==> config.mk <==
export PLATFORM = sky130hd
export DESIGN_NAME = rgst_gcd
export DESIGN_NICKNAME = d
export VERILOG_FILES = /design/src/rtl/rgst_pkg.sv /design/src/rtl/rgst_gcd.sv
export SDC_FILE = /design/constraint.sdc
export NUM_CORES = 1
export LEC_CHECK = 0
export BUFFER_PORTS_ARGS = -buffer_cell sky130_fd_sc_hd__buf_4
export CORE_MARGIN = 2
export CORE_UTILIZATION = 60
export CTS_CLUSTER_SIZE = 12
export DETAILED_ROUTE_END_ITERATION = 6
export HOLD_SLACK_MARGIN = 0.02
export PLACE_DENSITY = 0.81
export SLEW_MARGIN = 20
export SYNTH_ARGS = -nofsm -noshare
export SYNTH_HDL_FRONTEND = slang
export SYNTH_SLANG_ARGS = --single-unit
==> constraint.sdc <==
create_clock -name clk -period 6.9 [get_ports clk]
set_input_delay 1.38 -clock clk [delete_from_list [all_inputs] [get_ports clk]]
set_output_delay 1.38 -clock clk [all_outputs]
set_load 0.01 [all_outputs]
==> src/rtl/rgst_pkg.sv <==
package rgst_pkg;

  localparam int LEAF_BITS  = 10;
  localparam int LEAVES     = 1 << LEAF_BITS;
  localparam int NODE_BITS  = LEAF_BITS + 1;
  localparam int NODES      = 1 << NODE_BITS;
  localparam int VALUE_BITS = 32;
  localparam int SHIFT_BITS = $clog2(VALUE_BITS);

  typedef logic [VALUE_BITS-1:0] value_t;
  typedef logic [NODE_BITS-1:0]  node_t;

  typedef enum logic [1:0] {
    REQ_UPDATE = 2'd0,
    REQ_QUERY  = 2'd1,
    REQ_GET    = 2'd2,
    REQ_NONE   = 2'd3
  } req_type_t;

  typedef enum logic [3:0] {
    ST_CLEAR,
    ST_IDLE,
    ST_U_RDL,
    ST_U_RDR,
    ST_U_START,
    ST_U_WAIT,
    ST_Q_CHK,
    ST_Q_START,
    ST_Q_WAIT,
    ST_G_RD,
    ST_FIN
  } state_t;

  typedef struct packed {
    logic   start;
    value_t a;
    value_t b;
  } gcd_req_t;

  typedef struct packed {
    logic   busy;
    logic   done;
    value_t res;
  } gcd_rsp_t;

endpackage

==> src/rtl/rgst_gcd.sv <==
module rgst_gcd (
  input  logic               clk,
  input  logic               rst_n,
  input  rgst_pkg::gcd_req_t req,
  output rgst_pkg::gcd_rsp_t rsp
);

  rgst_pkg::value_t                    a_r, a_nxt, b_r, b_nxt, res_r, res_nxt;
  logic [rgst_pkg::SHIFT_BITS-1:0]     sh_r, sh_nxt;
  logic                                busy_r, busy_nxt, done_r, done_nxt;

  always_comb begin
    a_nxt    = a_r;
    b_nxt    = b_r;
    sh_nxt   = sh_r;
    res_nxt  = res_r;
    busy_nxt = busy_r;
    done_nxt = 1'b0;
    if (req.start) begin
      a_nxt    = req.a;
      b_nxt    = req.b;
      sh_nxt   = '0;
      busy_nxt = 1'b1;
    end else if (busy_r) begin
      if (a_r == '0) begin
        res_nxt  = b_r << sh_r;
        busy_nxt = 1'b0;
        done_nxt = 1'b1;
      end else if (b_r == '0) begin
        res_nxt  = a_r << sh_r;
        busy_nxt = 1'b0;
        done_nxt = 1'b1;
      end else if (!a_r[0] && !b_r[0]) begin
        a_nxt  = a_r >> 1;
        b_nxt  = b_r >> 1;
        sh_nxt = sh_r + 1'b1;
      end else if (!a_r[0]) begin
        a_nxt = a_r >> 1;
      end else if (!b_r[0]) begin
        b_nxt = b_r >> 1;
      end else if (a_r >= b_r) begin
        a_nxt = (a_r - b_r) >> 1;
      end else begin
        b_nxt = (b_r - a_r) >> 1;
      end
    end
  end

  always_ff @(posedge clk) begin
    if (!rst_n) begin
      busy_r <= 1'b0;
      done_r <= 1'b0;
    end else begin
      busy_r <= busy_nxt;
      done_r <= done_nxt;
    end
    a_r   <= a_nxt;
    b_r   <= b_nxt;
    sh_r  <= sh_nxt;
    res_r <= res_nxt;
  end

  assign rsp.busy = busy_r;
  assign rsp.done = done_r;
  assign rsp.res  = res_r;

endmodule
Yosys cells after proc, flatten, opt, wreduce, memory -nomap -nowiden

Cells that the tools add are included.

Flip-flop bits (word level): 103
Input bits: 67
Word-level logic and storage cells: 63
Output and inout bits: 34

Shift-type cells: 2
$lt $le $gt $ge: 1
Eq/ne operators: 5
Bitwise gates (word level): 5
Multiplexer cells: 24
Reduce and logical (&&, ||, !) cells: 15
Add/sub/neg operators: 3

Operator list:

| kind                                          | count |
|---|---|
| 2-to-1 mux 32 bit                             | 18 |
| logical NOT 32 bit                            | 2 |
| << shifter 32 x 5 -> 32 bit                   | 2 |
| subtractor 32 bit                             | 2 |
| >= comparator 32 bit                          | 1 |
| AND reduction 5 bit                           | 2 |
| != test 4 x 2 -> 1 bit, second input constant | 2 |
| AND reduction 4 bit                           | 2 |
| 2-to-1 mux 1 bit                              | 6 |
| AND reduction 3 bit                           | 2 |
| adder 5 x 1 -> 5 bit, second input constant   | 1 |
| inverter 1 bit                                | 5 |
| != test 2 bit, second input constant          | 2 |
| != test 4 bit, second input constant          | 1 |
| nonzero test 2 bit                            | 2 |
| nonzero test 3 bit                            | 1 |
| OR reduction 3 bit                            | 1 |
| logical NOT 1 bit                             | 2 |
| logical AND 1 bit                             | 1 |

Logic depth before layout (Yosys ltp)

Word-level depth: 9
Mapped depth: 14
Depth with buffers taken out: 12

Least setup slack after synthesis

Ideal clock, no wire load.

Kind: register -> register
Start point: register a_r[16]
End point: register res_r[0] (enable)
Buffers on the path: 2
Period minus slack after synthesis: 4525 ps
Slack: 2375 ps
Setup time: 469 ps
Arrival time: 4056 ps
Cell stages (with the launch flop): 8
Cells stage by stage: edfxtp_1 -> nor4_2 -> nand2_1 -> nor4_4 -> buf_6 -> buf_4 -> nor2_1 -> nor3b_1

Longest elaborated chain between the ends: 3

Ends and longest elaborated chain:

| item                          | line           | source |
|---|---|---|
| start: declaration            | rgst_gcd.sv:8  | `rgst_pkg::value_t a_r, a_nxt, b_r, b_nxt, res_r, res_nxt;` |
| start signal: assignment      | rgst_gcd.sv:57 | `a_r <= a_nxt;` |
| logical NOT 32 bit            | rgst_gcd.sv:25 | `if (a_r == '0) begin` |
| nonzero test 2 bit (no line)  | n/a            |  |
| AND reduction 3 bit (no line) | n/a            |  |
| end signal: assignment        | rgst_gcd.sv:60 | `res_r <= res_nxt;` |
| end: declaration              | rgst_gcd.sv:8  |  |

Every way passes these cells.
A chain may end at the register's enable or synchronous reset.

Worst setup path after layout

Start point: register a_r[0]
End point: register a_r[11] (enable)

Longest elaborated chain between the ends: 4
Elaborated cells between the ends (all ways): 8
Those cells by class: 1 x order compare; 3 x eq/ne; 4 x reduce/logical

Ends and longest elaborated chain:

| item |
|---|
| branches (longest 3 deep; another with >= comparator 32 bit) |
| AND reduction 5 bit (no line) * |

Mark *: on every way between the ends.

==> qor.tcl <==
set qor(outcome) {complete, no violations}
set qor(routed_wirelength_um) 32500
set qor(clk_pin_slew_ps) 80
set qor(post-cts-setup-buffers) 0
set qor(post-dp-hpwl_um) 25100
set qor(max_slew.worst_pin.slew_ps) 1040
set qor(setup_ws_ps) 2410
set qor(insertedDiodeCount) 0
set qor(post_cts.resized_instances) 0
set qor(core_um2) 16600
set qor(grt_first_pass_wirelength_um) 50100
set qor(finalCriticalPeriod_ps) 4490
set qor(drive_above_1_share) 0.139
set qor(cp_data_required_time_ps) 6920
set qor(yosysSeqAreaShare) 0.296
set qor(cts_buffers) 9
set qor(ys_ff_latch) 103
set qor(die_x_um) 134
set qor(slew_limit_fails) 0
set qor(most_instantiated_cells_after_synthesis) {146 x sky130_fd_sc_hd__a21oi_1, 106 x sky130_fd_sc_hd__inv_1, 96 x sky130_fd_sc_hd__edfxtp_1}
set qor(initial_core_util) 0.615
set qor(min_period_over_period) 0.651
set qor(numnets_final) 1349
set qor(first_global_vias) 8885
set qor(clock_sink_count) 103
set qor(final-setup-viol-count) 0
set qor(edff_count_synth) 96
set qor(maximum_buffer_depth_of_the_clock_tree) 2
set qor(cts.root.buffer_cell) {sky130_fd_sc_hd__clkbuf_16}
set qor(global_route.usage.total) 0.361
set qor(detail_route.wl_per_cell_um) 22.6
set qor(synth_top_cell_by_area) {sky130_fd_sc_hd__edfxtp_1}
set qor(die_height_um) 134
set qor(yosysTopAreaCellShare) 0.283
set qor(via_per_inst) 6.57
set qor(grt_setup_unrepaired) {no}
set qor(ys.flop_type) {sky130_fd_sc_hd__edfxtp_1}
set qor(post_synth_instance_area_um2) 10200
set qor(drt_first_iter_violations) 957
set qor(design.die.area_um2) 18100
set qor(via_count) 9449
set qor(slowest_delay_ps) 480
set qor(timing.slew.headroom) 0.309
set qor(detail_route.drc_violations) 0
set qor(timing.fmax_ghz) 0.223
set qor(core.rowCount) 47
set qor(final_sum_of_negative_setup_slack_ps) 0
set qor(max_cap_viol_count) 0
set qor(cts_tree) {done}
set qor(htree_num_levels) 3
set qor(worstSetupEndpointType) {flip-flop}
set qor(route.antenna.remaining_nets) 0
set qor(worstHoldPathType) {flip-flop to flip-flop}
set qor(synthToLayoutAreaGrowth_pct) 8.95
set qor(pre_cts_ws_ps) 2510
set qor(gp_congestion) 1.03
set qor(synth_warnings) 0
set qor(port-buffer-count) 100
set qor(grt_max_degree) 99
set qor(antenna_violations_before_repair) 0
set qor(pin_count) 101
set qor(grt_residual_overflow) 0
set qor(vdd_drop_max_mv) 0.176
set qor(total_leakage_power_nw) 4.55
set qor(post-synth-top-count-cell) {sky130_fd_sc_hd__a21oi_1}
set qor(synthCells) 1174
set qor(pwr_density_cell_nw_per_um2) 283
set qor(crit_type) {flip-flop to flip-flop}
set qor(postSynthNetCount) 1309
set qor(final_hold_viols) 0
set qor(synth_async_sr_flop_share) 0
set qor(post_synth_main_area_contributors) {sky130_fd_sc_hd__edfxtp_1 28%, sky130_fd_sc_hd__ha_1 8.1%, sky130_fd_sc_hd__a21oi_1 7.2%, sky130_fd_sc_hd__mux2i_1 6.2%, sky130_fd_sc_hd__o21ai_0 4.1%}
set qor(drt_pass1_iterations) 5
set qor(post_synth_num_cell_types) 80
set qor(critPathSlowestCell) {sky130_fd_sc_hd__edfxtp_1}
set qor(finalClockSkew_ps) 8.32
set qor(critPathArrivalTime_ps) 4520
set qor(cp_cell_sequence) {inv_1 > ha_1 > fa_1 > nor2b_4 > o31a_4 > o41ai_4 > o31a_2 > a31oi_2 > o21ai_4 > nor2b_1 > o21ai_0 > a21o_1 > buf_4}
set qor(postCtsHoldBufs) 0
set qor(crit_path_start_kind) {flip-flop}
set qor(clk_latency_ps) 360
set qor(worst-path-max-fanout) 22
set qor(post_synth.cell_area_avg_um2) 8.69
final cells by class:
class                   instances  area [um^2]
well taps                     220          275
clock buffers                  11          254
repair buffers                112          841
clock inverters                 5         38.8
inverters                     107          402
multi-input cells             881         6280
flip-flops and latches        103         3030
fillers                      1388         5470
flip-flops by register name (all words and copies together), names as in the netlist:
name,flops
a_r,32
b_r,32
busy_r,1
done_r,1
res_r,32
sh_r,5
stage by stage:
step	hold slack, ps	utilization	cell area [um^2]	std cells	power [W]
6_report	786	0.670	11100	1439	0.00315
3_3_place_gp	722	0.653	10800	1423	0.00256
3_5_place_dp	759	0.653	10800	1423	0.00257
2_1_floorplan	612	-	10200	1174	0.00211
4_1_cts	786	0.670	11100	1439	0.00309
5_1_grt	819	0.670	11100	1439	0.00331
cell usage in the layout, fill, tap and decap left out, types with 4 or more instances in the layout:
cell and count:
sky130_fd_sc_hd__dfxtp_1 4, sky130_fd_sc_hd__nand2b_1 16, sky130_fd_sc_hd__or2_2 5, sky130_fd_sc_hd__o21bai_1 12, sky130_fd_sc_hd__edfxtp_1 96, sky130_fd_sc_hd__o31a_1 5, sky130_fd_sc_hd__a31oi_1 14, sky130_fd_sc_hd__or3_1 5
sky130_fd_sc_hd__o221ai_1 11, sky130_fd_sc_hd__nand4_1 11, sky130_fd_sc_hd__a21oi_1 146, sky130_fd_sc_hd__nor2_1 57, sky130_fd_sc_hd__nand3_1 11, sky130_fd_sc_hd__o21ai_0 83, sky130_fd_sc_hd__nor2b_1 13, sky130_fd_sc_hd__a211oi_1 17
sky130_fd_sc_hd__nand2_1 87, sky130_fd_sc_hd__mux2_2 7, sky130_fd_sc_hd__o31ai_1 4, sky130_fd_sc_hd__and2_1 12, sky130_fd_sc_hd__mux4_2 9, sky130_fd_sc_hd__o22ai_1 5, sky130_fd_sc_hd__nor4_1 17, sky130_fd_sc_hd__and3_1 11
sky130_fd_sc_hd__inv_1 106, sky130_fd_sc_hd__nor3_1 8, sky130_fd_sc_hd__ha_1 66, sky130_fd_sc_hd__buf_4 112, sky130_fd_sc_hd__xnor2_1 38, sky130_fd_sc_hd__mux2i_1 63, sky130_fd_sc_hd__a22oi_1 7, sky130_fd_sc_hd__clkbuf_16 10
sky130_fd_sc_hd__xor2_1 17, sky130_fd_sc_hd__o21a_1 10, sky130_fd_sc_hd__a21o_1 32, sky130_fd_sc_hd__a221oi_1 31
per-layer routing:
| metal | track usage | vias to the layer above | routed length, um |
|---|---|---|---|
| met1 | 0.512 | 4457 | 13600 |
| met3 | 0.0484 | 63 | 3130 |
| met4 | 0.125 | 0 | 988 |
| met5 | 0 | - | 0 |
| met2 | 0.570 | 551 | 14800 |
| li1 | - | 4378 | - |
report_power, final:
group,total [W],internal (W),switching [W]
logic,0.00168,0.000648,0.00103
registers,0.000944,0.000793,0.000151
clock network,0.000524,0.000271,0.000253
total,0.00315,0.00171,0.00144
final timing paths:
path | from | end | slack, ps | depth (start not counted)
worst max-delay path | a_r[0]$_DFFE_PP_ | a_r[11]$_DFFE_PP_ | 2410 | 13
worst min-delay path | a_r[12]$_DFFE_PP_ | a_r[11]$_DFFE_PP_ | 790 | 2
worst max register to register | a_r[0]$_DFFE_PP_ | a_r[11]$_DFFE_PP_ | 2410 | 13
worst min register to register | a_r[12]$_DFFE_PP_ | a_r[11]$_DFFE_PP_ | 790 | 2
cells by family (layout without fill, tap and decap cells):
logic type / after synthesis / count (layout) / share of synthesized area
DFF: 103 / 103 / 0.296
and+or+nand+nor: 269 / 269 / 0.134
AOI/OAI and AO/OA: 409 / 409 / 0.257
adders and majority gates: 68 / 68 / 0.0849
buffers and inverters: 190 / 235 / 0.0888
muxes: 80 / 80 / 0.0920
xor gates and xnor gates: 55 / 55 / 0.0472
critical path, delay by kind of cell, from the launching register on:
family,cells,cell delay (ps)
AOI/OAI and AO/OA,7,1990
adders and majority gates,2,700
buffers and inverters,2,590
DFF,1,480
and+or+nand+nor,2,380
No activity file was read; power rests on OpenSTA's default activity.
